`src/hw/rtl/tls_pkg.sv`:
```
// Shared types and constants of the template literal scanner.
// Holds character codes, the byte class and result types used by all modules.
// Depends on nothing.
`timescale 1ns / 1ps

package tls_pkg;

	localparam int NEST_DEPTH  = 8;
	localparam int MAX_LENGTH  = 65535;
	localparam int LEN_W       = 16;
	localparam int LEN_CAP     = (MAX_LENGTH < 65535) ? MAX_LENGTH : 65535;
	localparam int BRACE_W     = 10;
	localparam int BRACE_CAP   = 1023;
	localparam int PTR_W       = $clog2(NEST_DEPTH + 1);
	localparam int IDX_W       = (NEST_DEPTH > 1) ? $clog2(NEST_DEPTH) : 1;
	localparam int QUEUE_DEPTH = 2;
	localparam int QIDX_W      = (QUEUE_DEPTH > 1) ? $clog2(QUEUE_DEPTH) : 1;
	localparam int QCNT_W      = $clog2(QUEUE_DEPTH + 1);

	localparam logic [7:0] CH_NUL    = 8'h00;
	localparam logic [7:0] CH_BTICK  = 8'h60;
	localparam logic [7:0] CH_DOLLAR = 8'h24;
	localparam logic [7:0] CH_LBRACE = 8'h7B;
	localparam logic [7:0] CH_RBRACE = 8'h7D;
	localparam logic [7:0] CH_BSLASH = 8'h5C;
	localparam logic [7:0] CH_SQUOTE = 8'h27;

	typedef enum logic [2:0] {
		CLS_OTHER,
		CLS_NUL,
		CLS_BTICK,
		CLS_DOLLAR,
		CLS_LBRACE,
		CLS_RBRACE,
		CLS_BSLASH,
		CLS_SQUOTE
	} cls_t;

	typedef enum logic [1:0] {
		ST_NONE,
		ST_MATCH,
		ST_UNTERM,
		ST_OVER
	} status_t;

	typedef struct packed {
		logic begin_req;
		cls_t cls;
	} item_t;

	typedef struct packed {
		status_t          status;
		logic [LEN_W-1:0] token_length;
		logic             content_begin;
		logic [LEN_W-1:0] content_end;
	} result_t;

endpackage

```
`src/hw/rtl/tls_front.sv`:
```
// Front end of the template literal scanner: sorts each text byte into a class.
// Uses tls_pkg for the character codes and the item type.
`timescale 1ns / 1ps

module tls_front (
	input  logic [7:0]     ch,
	input  logic           begin_req,
	output tls_pkg::item_t item
);

	tls_pkg::cls_t cls;

	always_comb begin
		unique case (ch)
			tls_pkg::CH_NUL:    cls = tls_pkg::CLS_NUL;
			tls_pkg::CH_BTICK:  cls = tls_pkg::CLS_BTICK;
			tls_pkg::CH_DOLLAR: cls = tls_pkg::CLS_DOLLAR;
			tls_pkg::CH_LBRACE: cls = tls_pkg::CLS_LBRACE;
			tls_pkg::CH_RBRACE: cls = tls_pkg::CLS_RBRACE;
			tls_pkg::CH_BSLASH: cls = tls_pkg::CLS_BSLASH;
			tls_pkg::CH_SQUOTE: cls = tls_pkg::CLS_SQUOTE;
			default:            cls = tls_pkg::CLS_OTHER;
		endcase
	end

	assign item.begin_req = begin_req;
	assign item.cls       = cls;

endmodule

```
`src/hw/rtl/tls_queue.sv`:
```
// Short queue of classified bytes between the front and back of the scanner.
// Uses tls_pkg for the item type and the queue depth.
`timescale 1ns / 1ps

module tls_queue (
	input  logic           clk,
	input  logic           arst_n,
	input  logic           push_valid,
	input  tls_pkg::item_t push_item,
	output logic           full,
	output logic           pop_valid,
	output tls_pkg::item_t pop_item,
	input  logic           pop
);

	tls_pkg::item_t               mem_q [tls_pkg::QUEUE_DEPTH];
	logic [tls_pkg::QIDX_W-1:0]   wr_q;
	logic [tls_pkg::QIDX_W-1:0]   rd_q;
	logic [tls_pkg::QCNT_W-1:0]   cnt_q;
	logic                         push;

	assign full      = (cnt_q == tls_pkg::QCNT_W'(tls_pkg::QUEUE_DEPTH));
	assign pop_valid = (cnt_q != '0);
	assign pop_item  = mem_q[rd_q];
	assign push      = push_valid && !full;

	always_ff @(posedge clk or negedge arst_n) begin
		if (!arst_n) begin
			wr_q  <= '0;
			rd_q  <= '0;
			cnt_q <= '0;
		end else begin
			if (push) begin
				wr_q <= (wr_q == tls_pkg::QIDX_W'(tls_pkg::QUEUE_DEPTH - 1)) ? '0 : wr_q + 1'b1;
			end
			if (pop) begin
				rd_q <= (rd_q == tls_pkg::QIDX_W'(tls_pkg::QUEUE_DEPTH - 1)) ? '0 : rd_q + 1'b1;
			end
			if (push && !pop) begin
				cnt_q <= cnt_q + 1'b1;
			end else if (pop && !push) begin
				cnt_q <= cnt_q - 1'b1;
			end
		end
	end

	always_ff @(posedge clk) begin
		if (push) begin
			mem_q[wr_q] <= push_item;
		end
	end

endmodule

```
`src/hw/rtl/tls_back.sv`:
```
// Back end of the template literal scanner: scan state, nesting stack and result register.
// Uses tls_pkg for the byte classes, status codes and the result type.
`timescale 1ns / 1ps

module tls_back (
	input  logic             clk,
	input  logic             arst_n,
	input  logic             item_valid,
	input  tls_pkg::item_t   item,
	output logic             pop,
	output logic             res_valid,
	output tls_pkg::result_t res,
	input  logic             res_stall
);

	typedef enum logic [2:0] {
		M_IDLE,
		M_TEXT,
		M_TEXT_DOLLAR,
		M_EXPR,
		M_SQUOTE,
		M_BQUOTE,
		M_BQUOTE_DOLLAR
	} mode_t;

	mode_t                         mode_q, mode_d;
	logic                          esc_q, esc_d;
	logic [tls_pkg::LEN_W-1:0]     len_q, len_d, len_n;
	logic [tls_pkg::PTR_W-1:0]     ptr_q, ptr_d, ptr_m1;
	logic [tls_pkg::BRACE_W-1:0]   stack_q [tls_pkg::NEST_DEPTH];
	logic [tls_pkg::IDX_W-1:0]     top_idx;
	logic [tls_pkg::BRACE_W-1:0]   top_cnt;
	logic                          wr_en;
	logic [tls_pkg::IDX_W-1:0]     wr_idx;
	logic [tls_pkg::BRACE_W-1:0]   wr_val;
	logic                          emit, r_match, r_over, do_open;
	logic                          res_valid_q;
	tls_pkg::result_t              res_q, res_d;
	tls_pkg::cls_t                 cls;

	assign cls     = item.cls;
	assign ptr_m1  = ptr_q - 1'b1;
	assign top_idx = ptr_m1[tls_pkg::IDX_W-1:0];
	assign top_cnt = stack_q[top_idx];
	assign len_n   = (len_q < tls_pkg::LEN_W'(tls_pkg::LEN_CAP)) ? len_q + 1'b1 : len_q;
	assign pop     = item_valid && (!res_valid_q || !res_stall);

	always_comb begin
		mode_d  = mode_q;
		esc_d   = esc_q;
		len_d   = len_q;
		ptr_d   = ptr_q;
		wr_en   = 1'b0;
		wr_idx  = top_idx;
		wr_val  = top_cnt;
		emit    = 1'b0;
		r_match = 1'b0;
		r_over  = 1'b0;
		do_open = 1'b0;
		res_d   = '0;
		if (item.begin_req) begin
			esc_d = 1'b0;
			ptr_d = '0;
			if (cls != tls_pkg::CLS_BTICK) begin
				mode_d       = M_IDLE;
				len_d        = '0;
				emit         = 1'b1;
				res_d.status = tls_pkg::ST_NONE;
			end else begin
				mode_d = M_TEXT;
				len_d  = tls_pkg::LEN_W'(1);
			end
		end else if (mode_q != M_IDLE) begin
			if (cls == tls_pkg::CLS_NUL) begin
				emit                = 1'b1;
				res_d.status        = tls_pkg::ST_UNTERM;
				res_d.token_length  = len_q;
				res_d.content_begin = 1'b1;
				res_d.content_end   = len_q;
				mode_d              = M_IDLE;
			end else begin
				len_d = len_n;
				unique case (mode_q)
					M_TEXT, M_TEXT_DOLLAR: begin
						if (mode_q == M_TEXT_DOLLAR && cls == tls_pkg::CLS_LBRACE) begin
							do_open = 1'b1;
						end else begin
							mode_d = M_TEXT;
							if (esc_q && (cls == tls_pkg::CLS_BSLASH ||
								cls == tls_pkg::CLS_BTICK || cls == tls_pkg::CLS_DOLLAR)) begin
								esc_d = 1'b0;
							end else begin
								esc_d = (cls == tls_pkg::CLS_BSLASH);
								if (cls == tls_pkg::CLS_BTICK) begin
									r_match = 1'b1;
								end else if (cls == tls_pkg::CLS_DOLLAR) begin
									mode_d = M_TEXT_DOLLAR;
								end
							end
						end
					end
					M_BQUOTE, M_BQUOTE_DOLLAR: begin
						if (mode_q == M_BQUOTE_DOLLAR && cls == tls_pkg::CLS_LBRACE) begin
							do_open = 1'b1;
						end else begin
							mode_d = M_BQUOTE;
							if (esc_q && (cls == tls_pkg::CLS_BSLASH ||
								cls == tls_pkg::CLS_BTICK || cls == tls_pkg::CLS_DOLLAR)) begin
								esc_d = 1'b0;
							end else begin
								esc_d = (cls == tls_pkg::CLS_BSLASH);
								if (cls == tls_pkg::CLS_BTICK) begin
									mode_d = M_EXPR;
								end else if (cls == tls_pkg::CLS_DOLLAR) begin
									mode_d = M_BQUOTE_DOLLAR;
								end
							end
						end
					end
					M_SQUOTE: begin
						if (esc_q && (cls == tls_pkg::CLS_BSLASH ||
							cls == tls_pkg::CLS_SQUOTE)) begin
							esc_d = 1'b0;
						end else begin
							esc_d = (cls == tls_pkg::CLS_BSLASH);
							if (cls == tls_pkg::CLS_SQUOTE) begin
								mode_d = M_EXPR;
							end
						end
					end
					M_EXPR: begin
						if (ptr_q == '0 || ptr_q > tls_pkg::PTR_W'(tls_pkg::NEST_DEPTH)) begin
							mode_d = M_TEXT;
							ptr_d  = '0;
						end else begin
							esc_d = 1'b0;
							priority case (cls)
								tls_pkg::CLS_SQUOTE: mode_d = M_SQUOTE;
								tls_pkg::CLS_BTICK:  mode_d = M_BQUOTE;
								tls_pkg::CLS_LBRACE: begin
									if (top_cnt >= tls_pkg::BRACE_W'(tls_pkg::BRACE_CAP)) begin
										r_over = 1'b1;
									end else begin
										wr_en  = 1'b1;
										wr_val = top_cnt + 1'b1;
									end
								end
								tls_pkg::CLS_RBRACE: begin
									wr_en  = 1'b1;
									wr_val = top_cnt - 1'b1;
									if (top_cnt == tls_pkg::BRACE_W'(1)) begin
										ptr_d  = ptr_m1;
										mode_d = (ptr_m1 == '0) ? M_TEXT : M_BQUOTE;
									end
								end
								default: ;
							endcase
						end
					end
					default: mode_d = M_IDLE;
				endcase
				if (do_open) begin
					if (ptr_q >= tls_pkg::PTR_W'(tls_pkg::NEST_DEPTH)) begin
						r_over = 1'b1;
					end else begin
						wr_en  = 1'b1;
						wr_idx = ptr_q[tls_pkg::IDX_W-1:0];
						wr_val = tls_pkg::BRACE_W'(1);
						ptr_d  = ptr_q + 1'b1;
						mode_d = M_EXPR;
						esc_d  = 1'b0;
					end
				end
				if (r_match) begin
					emit                = 1'b1;
					res_d.status        = tls_pkg::ST_MATCH;
					res_d.token_length  = len_n;
					res_d.content_begin = 1'b1;
					res_d.content_end   = len_n - 1'b1;
					mode_d              = M_IDLE;
				end
				if (r_over) begin
					emit                = 1'b1;
					res_d.status        = tls_pkg::ST_OVER;
					res_d.token_length  = len_n;
					res_d.content_begin = 1'b1;
					res_d.content_end   = len_n;
					mode_d              = M_IDLE;
					esc_d               = 1'b0;
					ptr_d               = '0;
				end
			end
		end
	end

	always_ff @(posedge clk or negedge arst_n) begin
		if (!arst_n) begin
			mode_q      <= M_IDLE;
			esc_q       <= 1'b0;
			len_q       <= '0;
			ptr_q       <= '0;
			res_valid_q <= 1'b0;
		end else begin
			if (pop) begin
				mode_q      <= mode_d;
				esc_q       <= esc_d;
				len_q       <= len_d;
				ptr_q       <= ptr_d;
				res_valid_q <= emit;
			end else if (!res_stall) begin
				res_valid_q <= 1'b0;
			end
		end
	end

	always_ff @(posedge clk) begin
		if (pop && wr_en) begin
			stack_q[wr_idx] <= wr_val;
		end
		if (pop && emit) begin
			res_q <= res_d;
		end
	end

	assign res_valid = res_valid_q;
	assign res       = res_q;

endmodule

```
`src/hw/rtl/template_literal_scanner_top.sv`:
```
// Top level of the template literal scanner.
// Instantiates tls_front, tls_queue and tls_back; uses tls_pkg for types.
//
// Text enters one byte per transfer on the text channel (text_valid, text_stall,
// ch, begin_req); a byte with begin_req set starts a token attempt, and byte 0
// ends the text. Each attempt yields at most one result on the result channel
// (result_valid, result_stall, status, token_length, content_begin, content_end).
// A byte that ends an attempt passes through the two-entry queue and then the result
// register before its result shows. The block takes one byte per cycle sustained
// while the receiver does not stall; the scan state and nesting stack are updated
// from each byte as it is popped, so the byte loop sets that rate.
// When the receiver stalls a pending result, the result register holds and the back
// end stops; the queue then fills and text_stall rises at most two transfers later.
// Reset clears the scan state, the queue pointers and the result valid flag; the
// nesting stack needs no clearing since only entries already written are read.
`timescale 1ns / 1ps

module template_literal_scanner_top (
	input  logic        clk,
	input  logic        arst_n,
	input  logic        text_valid,
	output logic        text_stall,
	input  logic [7:0]  ch,
	input  logic        begin_req,
	output logic        result_valid,
	input  logic        result_stall,
	output logic [1:0]  status,
	output logic [15:0] token_length,
	output logic        content_begin,
	output logic [15:0] content_end
);

	tls_pkg::item_t   front_item;
	tls_pkg::item_t   q_item;
	logic             q_valid;
	logic             q_pop;
	logic             q_full;
	tls_pkg::result_t res;

	tls_front u_front (
		.ch        (ch),
		.begin_req (begin_req),
		.item      (front_item)
	);

	tls_queue u_queue (
		.clk        (clk),
		.arst_n     (arst_n),
		.push_valid (text_valid),
		.push_item  (front_item),
		.full       (q_full),
		.pop_valid  (q_valid),
		.pop_item   (q_item),
		.pop        (q_pop)
	);

	tls_back u_back (
		.clk        (clk),
		.arst_n     (arst_n),
		.item_valid (q_valid),
		.item       (q_item),
		.pop        (q_pop),
		.res_valid  (result_valid),
		.res        (res),
		.res_stall  (result_stall)
	);

	assign text_stall    = q_full;
	assign status        = res.status;
	assign token_length  = res.token_length;
	assign content_begin = res.content_begin;
	assign content_end   = res.content_end;

	a_no_match_fields: assert property (@(posedge clk) disable iff (!arst_n)
		result_valid && status == tls_pkg::ST_NONE |->
		token_length == '0 && content_end == '0 && !content_begin)
		else $error("No-match result carries nonzero fields.");

	a_match_end: assert property (@(posedge clk) disable iff (!arst_n)
		result_valid && status == tls_pkg::ST_MATCH |->
		content_begin && content_end == token_length - 16'd1 && token_length >= 16'd2)
		else $error("Matched result has inconsistent content offsets.");

	a_open_end: assert property (@(posedge clk) disable iff (!arst_n)
		result_valid && (status == tls_pkg::ST_UNTERM || status == tls_pkg::ST_OVER) |->
		content_begin && content_end == token_length && token_length != '0)
		else $error("Unterminated or overflow result has inconsistent offsets.");

endmodule

```
`config.mk`:
```
export PLATFORM = sky130hd
export DESIGN_NAME = template_literal_scanner_top
export DESIGN_NICKNAME = d
export VERILOG_FILES = /design/src/hw/rtl/tls_pkg.sv /design/src/hw/rtl/tls_front.sv /design/src/hw/rtl/tls_queue.sv /design/src/hw/rtl/tls_back.sv /design/src/hw/rtl/template_literal_scanner_top.sv
export SDC_FILE = /design/constraint.sdc
export NUM_CORES = 1
export LEC_CHECK = 0
export BUFFER_PORTS_ARGS = -buffer_cell sky130_fd_sc_hd__buf_4
export CORE_AREA = 5 5 142 144
export DETAILED_ROUTE_END_ITERATION = 12
export DIE_AREA = 0 0 147 149
export GPL_ROUTABILITY_DRIVEN = 0
export PLACE_DENSITY = 0.7
export SETUP_SLACK_MARGIN = 0.5
export SLEW_MARGIN = 0
export SYNTH_ARGS = -nofsm -noshare
export SYNTH_HDL_FRONTEND = slang
export SYNTH_SLANG_ARGS = --single-unit
```
`constraint.sdc`:
```
create_clock -name clk -period 7.64 [get_ports clk]
set_input_delay 0.764 -clock clk [delete_from_list [all_inputs] [get_ports clk]]
set_output_delay 0.764 -clock clk [all_outputs]
set_load 0.1 [all_outputs]
```
==> qor.csv <==
stage,metric,value,unit
cts,setup bufs post-CTS,0,
setup_path,Worst Setup Start Kind,flip-flop,
cts,CTS Hold Buffers Added,0,
synth,"Cell Area, Synth",8800,sq um
floorplanning,Core Box Area,18600,sq um
layout,diode count,0,
routing,post-DR wirelength/cell,19.1,um
setup_path,endpoint class of the critical path,flip-flop,
global_routing,GRT overflow,0,
routing,final wirelength,21300,um
setup_path,CP Class,reg2reg,
synth,post-synthesis mux area share,8.36,%
timing,Setup-failing EPs final,0,
global_routing,total track usage,19.5,%
layout,Layout area overhead,12.4,%
floorplanning,Starting Density,47.4,%
cts,H-tree levels,4,
synth,largest family of logic cells by synthesized area,simple AND/OR/NAND/NOR gates,
timing,TNS Setup,0,ns
routing,Final ANT Viol Nets,0,
timing,Worst Clk Skew,0.0126,ns
timing,Fmax,166,MHz
global_routing,initial antenna violation count,0,
layout,Finished Core Util,53.2,%
layout,share of cells above drive strength 1,15.7,%
cts,clock root buffer,clkbuf_16,
power,Tot Pwr,3.23,mW
synth,XOR/XNOR Fraction of Synth Area,3.46,%
global_routing,largest net degree at the start of global routing,38,
synth,Synth Area in Compound Gates,15.4,%
cts,clock buffer depth,2,
setup_path,CP required,7.72,ns
cts,clock sinks,152,
worst_hold_path,Tightest Hold Check Type,in2async,
global_routing,vias in the first global route,6513,
routing,WL met3,1400,um
timing,period utilization,78.7,%
timing,Tmin final,6.01,ns
routing,Metal-1 WL,9190,um
setup_path,CP max FO,37,
power,pwr dens,327,nW/um^2
floorplanning,row cnt,50,
global_routing,global-route wire length before repair,34300,um
routing,vias per cell,6.18,
routing,DRC viols,0,
synth,Syn Inst Count,838,
power,worst vdd ir,160,uV
synth,Synth Flop Type,edfxtp_1,
cts,quantity of gates resized following cts,0,
floorplanning,io pins,50,
synth,Synth Area in Simple Gates,17.7,%
timing,pins over their slew limit,0,
synth,Syn Area/Cell,10.5,sq um
routing,met2 wire len,10300,um
timing,Fin. Hold Viols,0,
timing,RSZ-0062 raised after global routing,false,
synth,syn nets,860,
synth,synthesized flop and latch total,152,
synth,"EDFF count, synth",123,
routing,TritonRoute pass-1 iters,6,
floorplanning,Die H,149,um
cts,Clock transition at path regs,0.07,ns
place,Port Buf Inserts,49,
floorplanning,die width,147,um
floorplanning,Die ar.,21900,sq um
cts,TritonCTS clock tree,done,
synth,Post-Synth Adder-Cell Area,1.28,%
cts,worst-skew pair later-pin latency,0.43,ns
timing,Slew headroom,9.74,%
synth,asr flop ratio synth,19.1,%
synth,distinct cell type count after synthesis,86,
routing,via count,6898,
place,hpwl dp,14700,um
synth,sequential area share after synthesis,50.2,%
power,P_leak,3.40,nW
setup_path,"Data arrival, critical path",6.09,ns
routing,Max Used Layer,met4,
cts,Inserted Clock Buffers,17,
synth,Synthesis Warnings,0,
outcome,status,finished clean,
routing,DR iter-0 viols,642,
timing,Worst Tran Pin Value,1.35,ns
run,maxcap violations,0,
layout,Nets,892,
-- placed cells by master, fill, tap and decap left out, drive strengths merged, types with 17 or more instances in the layout --
cell type | netlist | final
edfxtp | 123 | 123
nand2 | 93 | 93
o21ai | 81 | 81
nor2 | 75 | 75
buf | 16 | 59
a21oi | 45 | 45
nor3 | 39 | 39
dfrtp | 29 | 29
mux2i | 28 | 28
inv | 20 | 27
nand3 | 26 | 26
xnor2 | 21 | 21
clkbuf | 30 | 18
mux4 | 17 | 17
a211oi | 17 | 17
-- routing by layer --
layer  vias to the layer above  GRT usage, %
met5                         -             0
met1                      3314          26.2
li1                       3248             -
met4                         0          7.55
met2                       302          31.3
met3                        34          4.22
-- state kept, by name (all words and copies together), names as in the netlist --
name / flops
u_back.ptr_q: 4
u_queue.cnt_q: 2
u_back.len_q: 16
u_back.res_valid: 1
u_queue.wr_q: 1
u_back.stack_q: 80
u_queue.rd_q: 1
u_back.esc_q: 1
u_back.res: 35
u_back.mode_q: 3
u_queue.mem_q: 8
-- logic make-up (layout without fill, tap and decap cells) --
logic type | count (synthesis) | count (layout)
fa+ha+maj | 9 | 9
mux | 50 | 50
buf+inv | 68 | 113
compound gates | 214 | 214
flops | 152 | 152
xor+xnor | 33 | 33
simple gates | 312 | 312
-- stage by stage --
| stage | instance area (sq um) | setup WS (ns) | hold slack [ns] | cells |
|---|---|---|---|---|
| after global placement | 9330 | 1.86 | 0.476 | 1085 |
| after CTS | 9890 | 1.63 | 0.278 | 1117 |
| after floorplan | 8800 | 1.60 | 0.461 | 838 |
| after global routing | 9890 | 1.13 | 0.296 | 1117 |
| after detailed placement | 9330 | 1.65 | 0.484 | 1085 |
| final | 9890 | 1.63 | 0.275 | 1117 |
-- final timing paths --
| kind | from | to | slack, ns | cells past startpoint |
|---|---|---|---|---|
| max | u_back.ptr_q[0] | u_back.res[6] | 1.63 | 13 |
| min | arst_n | u_back.len_q[8] | 0.28 | 1 |
| max reg2reg | u_back.ptr_q[0] | u_back.res[6] | 1.63 | 13 |
| min reg2reg | u_queue.wr_q | u_queue.wr_q | 0.49 | 1 |
| max in group asynchronous | arst_n | u_queue.cnt_q[0] | 7.06 | 1 |
| min in group clk | u_queue.wr_q | u_queue.wr_q | 0.49 | 1 |
-- area by class of cell --
| cell class | instances | area, sq um |
|---|---|---|
| fill | 1588 | 8690 |
| sequential | 152 | 4420 |
| multi-input combinational | 618 | 4090 |
| timing repair buffer | 59 | 443 |
| clock buffer | 18 | 429 |
| tap | 234 | 293 |
| clock inverter | 14 | 134 |
| inverter | 22 | 82.6 |
-- Yosys cell counts (3+ instances only) --
library cell / number / share of area [%]
xnor2_1: 20 / 2.0
or3_1: 8 / 0.57
o22ai_1: 6 / 0.43
mux4_2: 17 / 4.4
nor3b_1: 4 / 0.34
xor2_1: 11 / 1.1
o211ai_1: 7 / 0.60
inv_2: 3 / 0.13
buf_2: 8 / 0.46
nand4_1: 10 / 0.71
nand3_1: 25 / 1.4
buf_4: 3 / 0.26
clkbuf_1: 30 / 1.3
nor2b_1: 6 / 0.43
inv_1: 17 / 0.73
a32oi_1: 6 / 0.60
mux2i_1: 26 / 3.0
o31ai_1: 4 / 0.34
nor4_1: 4 / 0.28
dfrtp_1: 29 / 8.2
nand2_1: 93 / 4.0
and2_1: 5 / 0.36
and3_1: 14 / 1.0
edfxtp_1: 123 / 42
a21oi_1: 45 / 2.6
nor2_1: 75 / 3.2
ha_1: 9 / 1.3
o21ai_0: 54 / 3.1
a211oi_1: 16 / 1.4
nand3b_1: 3 / 0.26
o21ai_1: 27 / 1.5
mux2_2: 5 / 0.64
a22o_1: 3 / 0.30
nand2b_1: 7 / 0.50
o21bai_1: 3 / 0.26
a31oi_1: 9 / 0.64
nor3_1: 36 / 2.0
a32o_1: 3 / 0.34
-- critical path, stage by stage, from the launching register on --
cell      delay [ns]
dfrtp_1         0.98
inv_2           0.44
ha_2            0.96
mux2i_1         0.18
mux4_2          0.62
inv_1           0.14
ha_1            0.19
inv_1           0.07
a211oi_2        0.31
and4bb_2        0.41
a21oi_1         0.21
a31o_1          0.36
a21oi_4         0.32
buf_4           0.43
-- report_power, final --
part / switching, mW / internal, mW
combinational: 1.03 / 0.296
sequential: 0.0712 / 1.04
clock: 0.368 / 0.430
No activity file was read; power rests on OpenSTA's default activity.
